--- config.mk ---
export PLATFORM = sky130hd
export DESIGN_NAME = stepper_step_pulse_generator_core
export DESIGN_NICKNAME = d
export VERILOG_FILES = /design/src/hw/rtl/sspg_pkg.sv /design/src/hw/rtl/sspg_div.sv /design/src/hw/rtl/sspg_apb.sv /design/src/hw/rtl/stepper_step_pulse_generator_core.sv
export SDC_FILE = /design/constraint.sdc
export NUM_CORES = 1
export LEC_CHECK = 0
export CAP_MARGIN = 40
export CORE_MARGIN = 2
export CORE_UTILIZATION = 45
export DETAILED_ROUTE_END_ITERATION = 7
export DONT_BUFFER_PORTS = 1
export PLACE_DENSITY = 0.6
export SLEW_MARGIN = 20
export SYNTH_ARGS = -nofsm -noshare
export SYNTH_HDL_FRONTEND = slang
export SYNTH_SLANG_ARGS = --single-unit
--- constraint.sdc ---
create_clock -name clk_i -period 8.62 [get_ports clk_i]
set_clock_uncertainty 0.1 [all_clocks]
set_input_delay 0.431 -clock clk_i [delete_from_list [all_inputs] [get_ports clk_i]]
set_output_delay 0.431 -clock clk_i [all_outputs]
set_load 0.01 [all_outputs]
--- src/hw/rtl/sspg_pkg.sv ---
// Shared types and constants of the step/direction pulse generator.
// No dependencies.
package sspg_pkg;

  typedef enum logic [2:0] {
    OpTick    = 3'd0,
    OpMove    = 3'd1,
    OpStop    = 3'd2,
    OpEnable  = 3'd3,
    OpDisable = 3'd4
  } op_e;

  localparam int unsigned DpsW    = 16;
  localparam int unsigned RpmW    = 16;
  localparam int unsigned DispW   = 32;
  localparam int unsigned StepW   = 31;
  localparam int unsigned TimerW  = 32;
  localparam int unsigned DivNw   = 34;  // dividend and quotient
  localparam int unsigned DivDw   = 18;  // divisor
  localparam int unsigned DivCntW = $clog2(DivNw + 1);
  localparam int unsigned InDataW  = 48;
  localparam int unsigned OutDataW = 40;
  localparam int unsigned ApbAddrW = 3;

  localparam logic [DpsW-1:0]  DpsReset = 16'd180;
  localparam logic [DivNw-1:0] PerNum   = 34'd250000;

  localparam logic [ApbAddrW-3:0] RegDps = '0;

  typedef struct packed {
    logic             done;
    logic [DivNw-1:0] quot;
  } div_res_t;

endpackage

--- src/hw/rtl/sspg_div.sv ---
// Bit-serial restoring divider, one quotient bit per cycle.
// Depends on sspg_pkg.
module sspg_div (
  input  logic                       clk_i,
  input  logic                       rst_ni,
  input  logic                       start_i,
  input  logic [sspg_pkg::DivNw-1:0] dividend_i,
  input  logic [sspg_pkg::DivDw-1:0] divisor_i,
  output sspg_pkg::div_res_t         res_o
);
  import sspg_pkg::*;

  logic               busy_q, busy_d;
  logic               done_q, done_d;
  logic [DivCntW-1:0] cnt_q, cnt_d;
  logic [DivNw-1:0]   acc_q, acc_d;
  logic [DivDw-1:0]   rem_q, rem_d;
  logic [DivDw-1:0]   dvs_q, dvs_d;
  logic [DivDw:0]     trial;
  logic [DivDw+1:0]   diff;

  assign trial = {rem_q, acc_q[DivNw-1]};
  assign diff  = {1'b0, trial} - {2'b0, dvs_q};

  always_comb begin
    busy_d = busy_q;
    done_d = 1'b0;
    cnt_d  = cnt_q;
    acc_d  = acc_q;
    rem_d  = rem_q;
    dvs_d  = dvs_q;
    if (start_i) begin
      busy_d = 1'b1;
      cnt_d  = DivCntW'(DivNw);
      acc_d  = dividend_i;
      rem_d  = '0;
      dvs_d  = divisor_i;
    end else if (busy_q) begin
      if (diff[DivDw+1]) begin
        rem_d = trial[DivDw-1:0];
        acc_d = {acc_q[DivNw-2:0], 1'b0};
      end else begin
        rem_d = diff[DivDw-1:0];
        acc_d = {acc_q[DivNw-2:0], 1'b1};
      end
      cnt_d = cnt_q - 1'b1;
      if (cnt_q == DivCntW'(1)) begin
        busy_d = 1'b0;
        done_d = 1'b1;
      end
    end
  end

  always_ff @(posedge clk_i or negedge rst_ni) begin
    if (!rst_ni) begin
      busy_q <= 1'b0;
      done_q <= 1'b0;
      cnt_q  <= '0;
    end else begin
      busy_q <= busy_d;
      done_q <= done_d;
      cnt_q  <= cnt_d;
    end
  end

  always_ff @(posedge clk_i) begin
    acc_q <= acc_d;
    rem_q <= rem_d;
    dvs_q <= dvs_d;
  end

  assign res_o.done = done_q;
  assign res_o.quot = acc_q;

endmodule

--- src/hw/rtl/sspg_apb.sv ---
// APB register slave holding degrees-per-step.
// Depends on sspg_pkg.
module sspg_apb (
  input  logic                          clk_i,
  input  logic                          rst_ni,
  input  logic                          psel,
  input  logic                          penable,
  input  logic                          pwrite,
  input  logic [sspg_pkg::ApbAddrW-1:0] paddr,
  input  logic [31:0]                   pwdata,
  output logic [31:0]                   prdata,
  output logic                          pready,
  output logic [sspg_pkg::DpsW-1:0]     dps_o
);
  import sspg_pkg::*;

  logic [DpsW-1:0] dps_q;
  logic            sel_dps;

  assign pready  = 1'b1;
  assign sel_dps = (paddr[ApbAddrW-1:2] == RegDps);

  always_ff @(posedge clk_i or negedge rst_ni) begin
    if (!rst_ni) begin
      dps_q <= DpsReset;
    end else if (psel && penable && pwrite && sel_dps) begin
      dps_q <= pwdata[DpsW-1:0];
    end
  end

  assign prdata = sel_dps ? {{(32-DpsW){1'b0}}, dps_q} : 32'd0;
  assign dps_o  = dps_q;

endmodule

--- src/hw/rtl/stepper_step_pulse_generator_core.sv ---
// Stepper step/direction pulse generator, top level.
// Depends on sspg_pkg, sspg_div, sspg_apb.
//
// Usage:
//   Input stream: tuser carries the command (tick, move, stop, enable,
//   disable); tdata carries speed and displacement. Each command yields
//   exactly one status item on the output stream.
//   A tick stands for 10 nanoseconds of the half-period timer.
//   Status: tick, stop, enable and disable give their status in the cycle
//   after acceptance. A move with non-zero speed runs two 34-step serial
//   divisions on the shared divider (steps, then half period) and gives
//   its status from StFin once the output register is free.
//   A move with zero speed is refused at once.
//   Throughput: one command at a time; the next is taken as soon as the
//   block is idle and the output register is free or being drained.
//   A stalled receiver holds the status in the output register; input
//   ready drops until it is taken.
//   Reset: step count, timer and step pin cleared, direction clockwise,
//   driver disabled, degrees-per-step 180 (1.8 degrees).
//   deg_per_step sits at APB byte address 0; write it only when idle.
module stepper_step_pulse_generator_core (
  input  logic                          clk_i,
  input  logic                          rst_ni,
  input  logic                          s_axis_tvalid,
  output logic                          s_axis_tready,
  // [15:0] speed_rpm, [47:16] displacement
  input  logic [sspg_pkg::InDataW-1:0]  s_axis_tdata,
  // [2:0] op
  input  logic [2:0]                    s_axis_tuser,
  output logic                          m_axis_tvalid,
  input  logic                          m_axis_tready,
  // [0] step_level, [1] direction, [2] enable_n, [3] step_done,
  // [34:4] steps_remaining, [35] busy_res, [36] rejected, [39:37] zero
  output logic [sspg_pkg::OutDataW-1:0] m_axis_tdata,
  input  logic                          psel,
  input  logic                          penable,
  input  logic                          pwrite,
  input  logic [sspg_pkg::ApbAddrW-1:0] paddr,
  input  logic [31:0]                   pwdata,
  output logic [31:0]                   prdata,
  output logic                          pready
);
  import sspg_pkg::*;

  typedef enum logic [1:0] {
    StIdle,
    StDivSteps,
    StDivPer,
    StFin
  } state_e;

  state_e            state_q;
  logic [StepW-1:0]  steps_q, steps_d;
  logic              pin_q, pin_d;
  logic              dir_q, dir_d;
  logic              en_n_q, en_n_d;
  logic              run_q, run_d;
  logic [TimerW-1:0] left_q, left_d;
  logic [TimerW-1:0] half_q, half_d;
  logic              done_d, rej_d;

  logic              mdir_q;
  logic [RpmW-1:0]   rpm_q;
  logic [StepW-1:0]  msteps_q;
  logic [TimerW-1:0] mper_q;

  logic              m_valid_q;
  logic [OutDataW-1:0] m_data_q;

  logic [DpsW-1:0]   dps;
  logic [DpsW-1:0]   dps_eff;
  logic              out_free;
  logic              in_acc;
  op_e               op;
  logic [RpmW-1:0]   in_rpm;
  logic [DispW-1:0]  in_disp;
  logic [DispW-1:0]  mag;
  logic [TimerW-1:0] left_dec;
  logic [StepW-1:0]  steps_tmp;
  logic              load_out;

  logic              div_start;
  logic [DivNw-1:0]  div_num;
  logic [DivDw-1:0]  div_den;
  div_res_t          div_res;

  sspg_apb u_apb (
    .clk_i   (clk_i),
    .rst_ni  (rst_ni),
    .psel    (psel),
    .penable (penable),
    .pwrite  (pwrite),
    .paddr   (paddr),
    .pwdata  (pwdata),
    .prdata  (prdata),
    .pready  (pready),
    .dps_o   (dps)
  );

  sspg_div u_div (
    .clk_i      (clk_i),
    .rst_ni     (rst_ni),
    .start_i    (div_start),
    .dividend_i (div_num),
    .divisor_i  (div_den),
    .res_o      (div_res)
  );

  assign dps_eff  = (dps == '0) ? DpsW'(1) : dps;
  assign out_free = !m_valid_q || m_axis_tready;
  assign s_axis_tready = (state_q == StIdle) && out_free;
  assign in_acc   = s_axis_tvalid && s_axis_tready;
  assign op       = op_e'(s_axis_tuser);
  assign in_rpm   = s_axis_tdata[RpmW-1:0];
  assign in_disp  = s_axis_tdata[RpmW +: DispW];
  assign mag      = in_disp[DispW-1] ? (DispW'(0) - in_disp) : in_disp;

  // Divider feed: step count first, then half period.
  always_comb begin
    div_start = 1'b0;
    div_num   = {{(DivNw-DispW){1'b0}}, mag};
    div_den   = {{(DivDw-DpsW){1'b0}}, dps_eff};
    if (in_acc && op == OpMove && in_rpm != '0) begin
      div_start = 1'b1;
    end else if (state_q == StDivSteps && div_res.done) begin
      div_start = 1'b1;
      div_num   = PerNum * DivNw'(dps_eff);
      div_den   = {2'b0, rpm_q} + {1'b0, rpm_q, 1'b0};
    end
  end

  always_comb begin
    steps_d  = steps_q;
    pin_d    = pin_q;
    dir_d    = dir_q;
    en_n_d   = en_n_q;
    run_d    = run_q;
    left_d   = left_q;
    half_d   = half_q;
    done_d   = 1'b0;
    rej_d    = 1'b0;
    load_out = 1'b0;
    left_dec = (left_q == '0) ? left_q : left_q - 1'b1;
    steps_tmp = steps_q;
    if (state_q == StFin) begin
      if (out_free) begin
        load_out = 1'b1;
        dir_d    = mdir_q;
        steps_d  = msteps_q;
        half_d   = mper_q;
        left_d   = mper_q;
        pin_d    = 1'b1;
        run_d    = 1'b1;
      end
    end else if (in_acc) begin
      case (op)
        OpTick: begin
          load_out = 1'b1;
          if (run_q) begin
            left_d = left_dec;
            if (left_dec == '0) begin
              run_d = 1'b0;
              if (!pin_q && steps_q != '0) begin
                steps_tmp = steps_q - 1'b1;
                done_d    = 1'b1;
              end
              steps_d = steps_tmp;
              if (steps_tmp != '0) begin
                pin_d  = !pin_q;
                left_d = half_q;
                run_d  = 1'b1;
              end
            end
          end
        end
        OpMove: begin
          if (in_rpm == '0) begin
            load_out = 1'b1;
            rej_d    = 1'b1;
          end
        end
        OpStop: begin
          load_out = 1'b1;
          run_d    = 1'b0;
          left_d   = '0;
          pin_d    = 1'b0;
          steps_d  = '0;
        end
        OpEnable: begin
          load_out = 1'b1;
          en_n_d   = 1'b0;
        end
        OpDisable: begin
          load_out = 1'b1;
          en_n_d   = 1'b1;
        end
        default: begin
          load_out = 1'b1;
        end
      endcase
    end
  end

  always_ff @(posedge clk_i or negedge rst_ni) begin
    if (!rst_ni) begin
      state_q   <= StIdle;
      steps_q   <= '0;
      pin_q     <= 1'b0;
      dir_q     <= 1'b1;
      en_n_q    <= 1'b1;
      run_q     <= 1'b0;
      left_q    <= '0;
      half_q    <= '0;
      m_valid_q <= 1'b0;
    end else begin
      steps_q <= steps_d;
      pin_q   <= pin_d;
      dir_q   <= dir_d;
      en_n_q  <= en_n_d;
      run_q   <= run_d;
      left_q  <= left_d;
      half_q  <= half_d;
      if (load_out) begin
        m_valid_q <= 1'b1;
      end else if (m_axis_tready) begin
        m_valid_q <= 1'b0;
      end
      case (state_q)
        StIdle: begin
          if (in_acc && op == OpMove && in_rpm != '0) begin
            state_q <= StDivSteps;
          end
        end
        StDivSteps: begin
          if (div_res.done) begin
            state_q <= StDivPer;
          end
        end
        StDivPer: begin
          if (div_res.done) begin
            state_q <= StFin;
          end
        end
        StFin: begin
          if (out_free) begin
            state_q <= StIdle;
          end
        end
        default: state_q <= StIdle;
      endcase
    end
  end

  // Move operands and results; steps and period saturate.
  always_ff @(posedge clk_i) begin
    if (in_acc && op == OpMove) begin
      mdir_q <= !in_disp[DispW-1];
      rpm_q  <= in_rpm;
    end
    if (state_q == StDivSteps && div_res.done) begin
      msteps_q <= (div_res.quot[DivNw-1:StepW] != '0) ? '1 : div_res.quot[StepW-1:0];
    end
    if (state_q == StDivPer && div_res.done) begin
      if (div_res.quot[DivNw-1:TimerW] != '0) begin
        mper_q <= '1;
      end else if (div_res.quot[TimerW-1:0] == '0) begin
        mper_q <= TimerW'(1);
      end else begin
        mper_q <= div_res.quot[TimerW-1:0];
      end
    end
    if (load_out) begin
      m_data_q <= {3'b000, rej_d, run_d, steps_d, done_d, en_n_d, dir_d, pin_d};
    end
  end

  assign m_axis_tvalid = m_valid_q;
  assign m_axis_tdata  = m_data_q;

`ifndef SYNTHESIS
  a_idle_timer_clear: assert property (@(posedge clk_i) disable iff (!rst_ni)
    !run_q |-> left_q == '0)
    else $error("timer holds a count while stopped");

  a_run_has_period: assert property (@(posedge clk_i) disable iff (!rst_ni)
    run_q |-> half_q != '0)
    else $error("timer running with zero half period");

  a_div_done_in_move: assert property (@(posedge clk_i) disable iff (!rst_ni)
    div_res.done |-> (state_q == StDivSteps || state_q == StDivPer))
    else $error("divider finished outside a move");

  a_fin_loads: assert property (@(posedge clk_i) disable iff (!rst_ni)
    (state_q == StFin && out_free) |=> (m_axis_tvalid && pin_q && run_q))
    else $error("move completion did not start the timer");
`endif

endmodule

# Yosys cells after proc, flatten, opt, wreduce, memory -nomap -nowiden

Index checks and enable logic that the tools add are counted.

Multipliers: 1
Bitwise logic cells: 7
Muxes and demuxes: 74
Reductions and logical operators: 37
Eq/ne operators: 13
Add/sub/neg operators: 6

Operators by type and width:

| kind                                                                 | number |
|---|---|
| 31-bit two-way mux                                                   | 11 |
| 32-bit two-way mux                                                   | 9 |
| 34-bit two-way mux                                                   | 4 |
| 32-bit logical NOT                                                   | 3 |
| 16-bit two-way mux                                                   | 4 |
| 32-bit one-hot mux with 2 select lines                               | 1 |
| 31-bit one-hot mux with 2 select lines                               | 1 |
| 31-bit nonzero test                                                  | 2 |
| 1-bit two-way mux                                                    | 33 |
| 16-bit logical NOT                                                   | 2 |
| 1-bit by 32-bit subtractor with 32-bit output, first input constant  | 1 |
| 32-bit by 1-bit subtractor with 32-bit output, second input constant | 1 |
| 31-bit by 1-bit subtractor with 31-bit output, second input constant | 1 |
| 14-bit by 16-bit multiplier with 30-bit output, first input constant | 1 |
| 19-bit by 18-bit subtractor with 20-bit output                       | 1 |
| 16-bit by 17-bit adder with 18-bit output                            | 1 |
| 18-bit two-way mux                                                   | 1 |
| 16-bit nonzero test                                                  | 1 |
| 6-bit two-way mux                                                    | 2 |
| 1-bit logical AND                                                    | 10 |
| 2-bit two-way mux                                                    | 4 |
| 2-bit one-hot mux with 4 select lines                                | 1 |
| 4-bit AND reduction                                                  | 2 |
| 2-bit nonzero test                                                   | 4 |
| other kinds (21)                                                     | 37 |

Output and inout bits: 75
Word-level logic and storage cells: 163
Register bits after elaboration: 313
Input bits: 93

# Depth between registers and ports, before layout

Gate-level depths: netlist of the first run.

Depth in word-level cells: 15
Mapped depth: 29
Mapped depth without buffers: 28

# By module

From an unflattened synthesis of the first run, not the netlist that was laid out.

Cells, all modules: 2,228
Area, all modules: 21,438.1 um^2

By module, submodules not included:

| module                            | cells an instance | sequential area each (um^2) | area each (um^2) | times used |
|---|---|---|---|---|
| stepper_step_pulse_generator_core | 1,818             | 6,068.3                     | 16,478.3         | 1 |
| sspg_div                          | 340               | 2,122.0                     | 4,055.1          | 1 |
| sspg_apb                          | 70                | 405.4                       | 904.6            | 1 |

# Least setup slack after synthesis of the first run

Ideal clock, no wire load.

Path kind: reg2reg
Start point: reg u_apb.dps_q[6] (netlist: u_apb.dps_o[6])
End point: reg u_div.acc_q[28] (data pin)
Path slack: 1,701 ps
Setup time: 268 ps
Data required time: 8,252 ps
Period minus slack after synthesis: 6,919 ps
Arrival: 6,551 ps
Buffers on the path: 1
Stages on the path, launching flop included: 27
Cells stage by stage: dfrtp_1 -> inv_1 -> ha_1 -> nor4b_1 -> nand4_1 -> or4_1 -> clkbuf_1 -> nand2_1 -> inv_1 -> ha_1 -> or2_2 -> fa_1 -> fa_1 -> fa_1 -> ha_1 -> inv_1 -> fa_1 -> inv_1 -> ha_1 -> or3_1 -> o21ai_0 -> a2111oi_0 -> o21ai_0 -> a21oi_1 -> nor3_1 -> a2111oi_0 -> o31ai_1

Word-level cells in the longest chain between the ends: 6

Ends and longest elaborated chain:

| item                                             | RTL line                                 | source |
|---|---|---|
| from (decl)                                      | sspg_apb.sv:17                           | `logic [DpsW-1:0] dps_q;` |
| from (signal assigned)                           | sspg_apb.sv:25                           | `dps_q <= DpsReset;` |
| from (signal assigned)                           | sspg_apb.sv:27                           | `dps_q <= pwdata[DpsW-1:0];` |
| 16-bit logical NOT                               | stepper_step_pulse_generator_core.sv:109 | `assign dps_eff = (dps == '0) ? DpsW'(1) : dps;` |
| 16-bit two-way mux *                             | stepper_step_pulse_generator_core.sv:109 |  |
| 14-bit by 16-bit multiplier with 30-bit output * | stepper_step_pulse_generator_core.sv:127 | `div_num = PerNum * DivNw'(dps_eff);` |
| 34-bit two-way mux *                             | stepper_step_pulse_generator_core.sv:125 | `end else if (state_q == StDivSteps && div_res.done) begin` |
| 34-bit two-way mux *                             | stepper_step_pulse_generator_core.sv:123 | `if (in_acc && op == OpMove && in_rpm != '0) begin` |
| 34-bit two-way mux *                             | sspg_div.sv:32                           | `if (start_i) begin` |
| net u_div.acc_d[28]                              | sspg_div.sv:16                           | `logic [DivNw-1:0] acc_q, acc_d;` |
| to (signal assigned)                             | sspg_div.sv:67                           | `acc_q <= acc_d;` |
| to (decl)                                        | sspg_div.sv:16                           |  |

Mark *: on every way through the listed nets, which the timed path passes. The rest lies on a longest branch.
A chain may end at the register's enable or synchronous reset.

# Final worst setup path of the first run

Ends and elaborated chain as after synthesis.

==> results.cfg, run 1 <==
[synth]
ys.flop_type = edfxtp_1
synthCells = 2226
synth_area_leader_cell = edfxtp_1
async_reset_ff_share_pct = 40.3
synth_area_leaders = edfxtp_1 24%, dfrtp_1 14%, ha_1 9.2%, nand2_1 5.0%, fa_1 4.9%
avgSynthCellArea_um2 = 9.50
yosysWarnings = 0
synth_edf_count = 169
yosysSeqAreaShare_pct = 40.7
syn-cell-area_um2 = 21100
ys_seq_elements = 313
synth.distinct_cells = 85
synth_top_area_share_pct = 24.0

[critical_path]
cp.arrival_ns = 8.07
path_max_fanout = 10
path_class = register to register
start_kind = register
crit_path_end_kind = register
worstPathRequired_ns = 8.81

[clocking]
clkSinkCount = 313
clock_tree.root_cell = clkbuf_16
ctsLongestPathBuffers = 3
htreeDepth = 2
clkTransAtPathRegs_ns = 0.07
cts_tree = yes
clk_latency_ns = 0.56
cts-buffers-inserted = 38

[grt]
grt_pass1_vias = 16388
antenna_found_initial = 0
grt_max_degree = 127
grt_pass1_wl_mm = 92.0
grt-ovfl-total = 0
grt_usage_pct = 24.3

[route]
drc = 0
viasPerCell = 5.83
drtIter0Drc = 1347
wl_met3_mm = 3.47
first_pass_iters = 7
postRouteAntennaNets = 0
met2_length_mm = 27.8
vias = 16706
top_layer_used = met4
routedWlPerCell_um = 20.4
wl_met1_mm = 25.0
routed_wirelength_mm = 58.5

[timing]
drv_slew = 0
fin_tns_setup_ns = 0
worst_pin_slew_ns = 0.908
finalCritPeriodShare_pct = 91.4
finalHoldViolCount = 0
timing.hold.ws_ns = 0.0313
slew_headroom_pct = 38.6
final.min_clock_period_ns = 7.87
setup-violations-final = 0
layout_setup_ws_ns = 0.745
max_freq_mhz = 127
rsz0062_at_grt = no

[layout]
area_growth_syn_to_layout_pct = 10.6
layout.nets = 2531
final_cell_mix = 282 x nand2_1, 169 x edfxtp_1, 158 x inv_1
stdcell_area_um2 = 23400
antennaDiodeCount = 0
drive_gt1_share_pct = 6.77
mostFrequentLayoutCell = nand2_1

[die]
die_h_um = 221
rows = 79
core-area_um2 = 46500
initial_core_util_pct = 45.5
dieArea_um2 = 48700
die_w_um = 221
ioPinCount = 168

[hold_path]
worst_hold_path_type = input pin to register

[power]
power_density_nw_per_um2 = 363
p_leak_nw = 10.1
ir_drop_uv = 764

[run]
drv_cap = 0

[placement]
place_area_um2 = 21700
place.gp.congestion = 0.924
portBuffers = 0
place_ws_ns = 0.747
dp_hpwl_mm = 43.2

[status]
status = finished clean
## power breakdown
part / switching [mW] / total [mW] / internal [mW]
registers: 0.0357 / 1.63 / 1.59
clock network: 0.659 / 1.64 / 0.982
logic: 2.95 / 5.22 / 2.28
## synthesized netlist by cell type (all sizes together) (29+ instances only)
cell type,count
nor3,71
a21oi,115
dfrtp,120
or3,58
a211oi,29
nand2b,46
nor4,37
xor2,45
buf,41
nor2,144
nand3,48
nand2,283
xnor2,50
fa,52
o21ai,130
ha,156
edfxtp,169
inv,159
clkbuf,83
## worst paths after layout
path,startpoint,to,slack (ns),cells after the start
min in group asynchronous,rst_ni,half_q[17],0.40,2
hold reg to reg,mper_q[3],half_q[3],0.37,2
hold / removal,s_axis_tuser[0],en_n_q,0.03,3
max in group asynchronous,rst_ni,u_apb.dps_o[0],7.42,2
setup reg to reg,u_apb.dps_o[6],u_div.acc_q[28],0.75,25
setup / recovery,u_apb.dps_o[6],u_div.acc_q[28],0.75,25
## metal layers
metal	vias up	track usage, %
li1	7958	-
met1	8108	31.4
met2	523	40.1
met3	117	4.54
met4	0	9.96
met5	-	0
## area by class of cell
type	count	area (µm²)
sequential	313	8600
clock buffer	52	1100
fill	4344	23100
inverter	161	604
timing repair buffer	70	679
multi-input combinational	1646	11500
clock inverter	17	170
tap	607	759
## flip-flops by register name (all words and copies together) (netlist names)
| register | cells |
|---|---|
| dir_q | 1 |
| en_n_q | 1 |
| half_q | 32 |
| left_q | 32 |
| m_axis_tdata | 37 |
| m_axis_tvalid | 1 |
| mdir_q | 1 |
| mper_q | 32 |
| msteps_q | 31 |
| pin_q | 1 |
| rpm_q | 16 |
| run_q | 1 |
| state_q | 2 |
| steps_q | 31 |
| u_apb.dps_o | 16 |
| u_div.acc_q | 34 |
| u_div.busy_q | 1 |
| u_div.cnt_q | 6 |
| u_div.done_q | 1 |
| u_div.dvs_q | 18 |
| u_div.rem_q | 18 |
## per-stage QoR
stage                     total power [mW]  instances  util (%)
after global placement                6.81       2757      46.6
after CTS                             8.59       2865      50.3
after detailed placement              6.79       2761      46.8
after global routing                  9.47       2866      50.3
final                                 8.49       2866      50.3
after floorplan                       5.75       2244         -
## cell families after synthesis
kind of cell             after synthesis  share of synthesized area, %
adder cells (fa/ha/maj)              208                          14.2
buffers and inverters                285                          5.49
AO/OA/AOI/OAI                        461                          14.1
XOR/XNOR                              95                          3.94
multiplexers                          44                          2.19
flip-flops                           313                          40.7
other                                  2                        0.0355
AND/OR/NAND/NOR                      818                          19.5
## timing repair
action	in CTS	in global routing
setup endpoints to repair	0	0
buffers inserted	0	0
hold endpoints to repair	160	0
hold buffers	35	0
resized for setup	0	0
## worst max-delay path, cell delays in order, from the launching register on
cell and delay, ns:
dfrtp_1 0.42, inv_1 0.14, ha_1 0.15, nor4b_1 0.22
nand4_1 0.12, or4_1 0.67, nand2_1 0.24, inv_1 0.14
ha_1 0.32, fa_1 0.48, fa_1 0.58, fa_1 0.42
ha_1 0.29, inv_1 0.05, fa_1 0.49, inv_1 0.04
ha_1 0.35, nand3_1 0.12, nor2_1 0.12, a21oi_1 0.12
a2111oi_0 0.62, o21ai_0 0.29, a21oi_1 0.38, nor3_1 0.09
a2111oi_0 0.52, o31ai_1 0.12
(Power assumes the default switching activity.)
==> run 2: changes to the inputs <==
CTS_BUF_LIST = sky130_fd_sc_hd__clkbuf_2   (was default)
==> run 2 against run 1 <==
Against the previous run:
- sequential power about the same
- non-clock buffer count increased by 98
- final cell count up 6.6%
- critical path depth unchanged
- clock power fell by 32%
- clock-buffer cell count rose by 78
- die area did not move
- via count rose by 5.4%
- maximum frequency shrank 0.53%
- power down 5.0%
- register-to-register slack got worse by 0.04 ns
- global-route usage rose by 1.2 points
==> results.cfg, run 2 (synthesis results as in run 1) <==
[critical_path]
path_class = register to register
start_kind = register
cpPeakStageDelay_ns = 0.68
path_max_fanout = 10
crit_path_top_delay_cell = or4_1
worstPathRequired_ns = 9.32
cp.arrival_ns = 8.62
crit_path_end_kind = register
r2r_start = u_apb.dps_o[6]
cp-startpoint = u_apb.dps_o[6]

[clocking]
clkTransAtPathRegs_ns = 0.10
htreeDepth = 3
cts-buffers-inserted = 87
ctsLongestPathBuffers = 3
clk_latency_ns = 1.11
clkSinkCount = 313
clock_tree.root_cell = clkbuf_2
post_cts_resized = 0
cts_tree = yes

[layout]
mostFrequentLayoutCell = nand2_1
layout.nets = 2678
drive_gt1_share_pct = 9.70
fill_cells = 4350
final_cell_mix = 282 x nand2_1, 169 x edfxtp_1, 158 x inv_1
largest_reg_flops = 37
area_growth_syn_to_layout_pct = 13.2

[route]
first_pass_iters = 6
routedWlPerCell_um = 20.0
drc = 0
viasPerCell = 5.76
postRouteAntennaNets = 0
routed_wirelength_mm = 61.0
drtIter0Drc = 1236
vias = 17603

[die]
dieArea_um2 = 48700
initial_core_util_pct = 45.5
ioPinCount = 168
rows = 79
die_w_um = 221
core-area_um2 = 46500
die_h_um = 221

[power]
total_power_mw = 8.07
power_density_nw_per_um2 = 337
intPower_mw = 4.35
power_frac_seq_pct = 20.2
p_leak_nw = 10.5
sw_frac_of_total_pct = 46.0
p_clk_share_pct = 13.8
ir_drop_uv = 777
p_switching_mw = 3.72
combPwrFrac_pct = 66.1

[grt]
grt_max_degree = 121
grt-ovfl-total = 0
busiest_layer = met2
grt_use_met3_pct = 5.61
grt_use_met1_pct = 32.5
grt_pass1_vias = 17520
grt_usage_pct = 25.5
grt_pass1_wl_mm = 96.3
gr-usage-met2_pct = 42.4
antenna_found_initial = 6

[timing]
finalHoldViolCount = 0
slew_headroom_pct = 34.1
max_freq_mhz = 126
finalCritPeriodShare_pct = 91.8
setup-violations-final = 0
fin_tns_setup_ns = 0
worst_pin_slew_ns = 0.975
final.min_clock_period_ns = 7.92
drv_slew = 0
rsz0062_at_grt = no

[placement]
dp_hpwl_mm = 43.2
portBuffers = 0
place.gp.congestion = 0.924

[status]
status = finished clean

[run]
drv_cap = 0

[hold_path]
worst_hold_path_type = input pin to register
min_from = s_axis_tdata[47]
## run 2: changes by cell type in the layout (fill, tap and decap cells not counted), moves of 4 or more
cell,delta
clkbuf_2,+130
dlygate4sd3_1,+97
clkbuf_16,-40
clkinv_1,+11
clkbuf_1,-7
clkbuf_8,-5
diode_2,+4
## run 2: power by group through the flow
| stage | Clock, mW | Combinational [mW] | Sequential [mW] |
|---|---|---|---|
| finish | 1.11 | 5.33 | 1.63 |
| global route | 1.23 | 6.18 | 1.63 |
| CTS | 1.15 | 5.35 | 1.62 |
| detailed placement | 0 | 5.14 | 1.66 |
| global placement | 0 | 5.15 | 1.66 |
| floorplan | 0 | 4.12 | 1.64 |
## run 2: area by class of cell
class	instances	area, µm²	area share, %
antenna	4	10.0	0.0418
clock buffer	130	651	2.72
clock inverter	26	148	0.617
inverter	161	604	2.53
multi-input combinational	1646	11500	48.0
sequential	313	8600	35.9
tap	607	759	3.17
timing repair buffer	168	1680	7.01
## run 2: routing by layer
metal,wire [µm],part of all wire (%)
met2,29300,48
met3,3850,6.3
met5,31,0.051
met1,25900,42
met4,1980,3.2
## run 2: path summary, 6_finish.rpt
kind                                   end  slack (ns)  cells past startpoint
setup / recovery           u_div.acc_q[28]        0.70                     25
hold / removal              u_div.acc_q[1]        0.11                      3
setup reg to reg           u_div.acc_q[28]        0.70                     25
hold reg to reg                  left_q[1]        0.33                      2
max in group asynchronous   u_apb.dps_o[3]        7.25                      4
min in group asynchronous            dir_q        0.47                      3
## run 2: timing repair
action | CTS | global route
setup buffers | 0 | 0
hold endpoints to repair | 325 | 0
hold buffers | 133 | 0
## run 2: worst max-delay path: cells and delay by family, from the launching register on
| family | cells | cell delay [ns] |
|---|---|---|
| AOI/OAI and AO/OA | 6 | 2.04 |
| adders and majority gates | 8 | 2.98 |
| buffers and inverters | 4 | 0.37 |
| DFF | 1 | 0.43 |
| and+or+nand+nor | 7 | 1.73 |
## run 2: per-stage QoR
step | setup slack (ns) | area (µm²) | utilization, % | hold WS (ns) | instances
3_3_place_gp | 0.898 | 21700 | 46.6 | 0.0444 | 2757
2_1_floorplan | 1.70 | 21200 | - | 0.0354 | 2244
3_5_place_dp | 0.747 | 21700 | 46.8 | 0.0443 | 2761
5_1_grt | 0.0645 | 23900 | 51.5 | 0.0320 | 3055
4_1_cts | 0.706 | 23900 | 51.5 | 0.0168 | 3050
6_report | 0.703 | 23900 | 51.5 | 0.113 | 3055
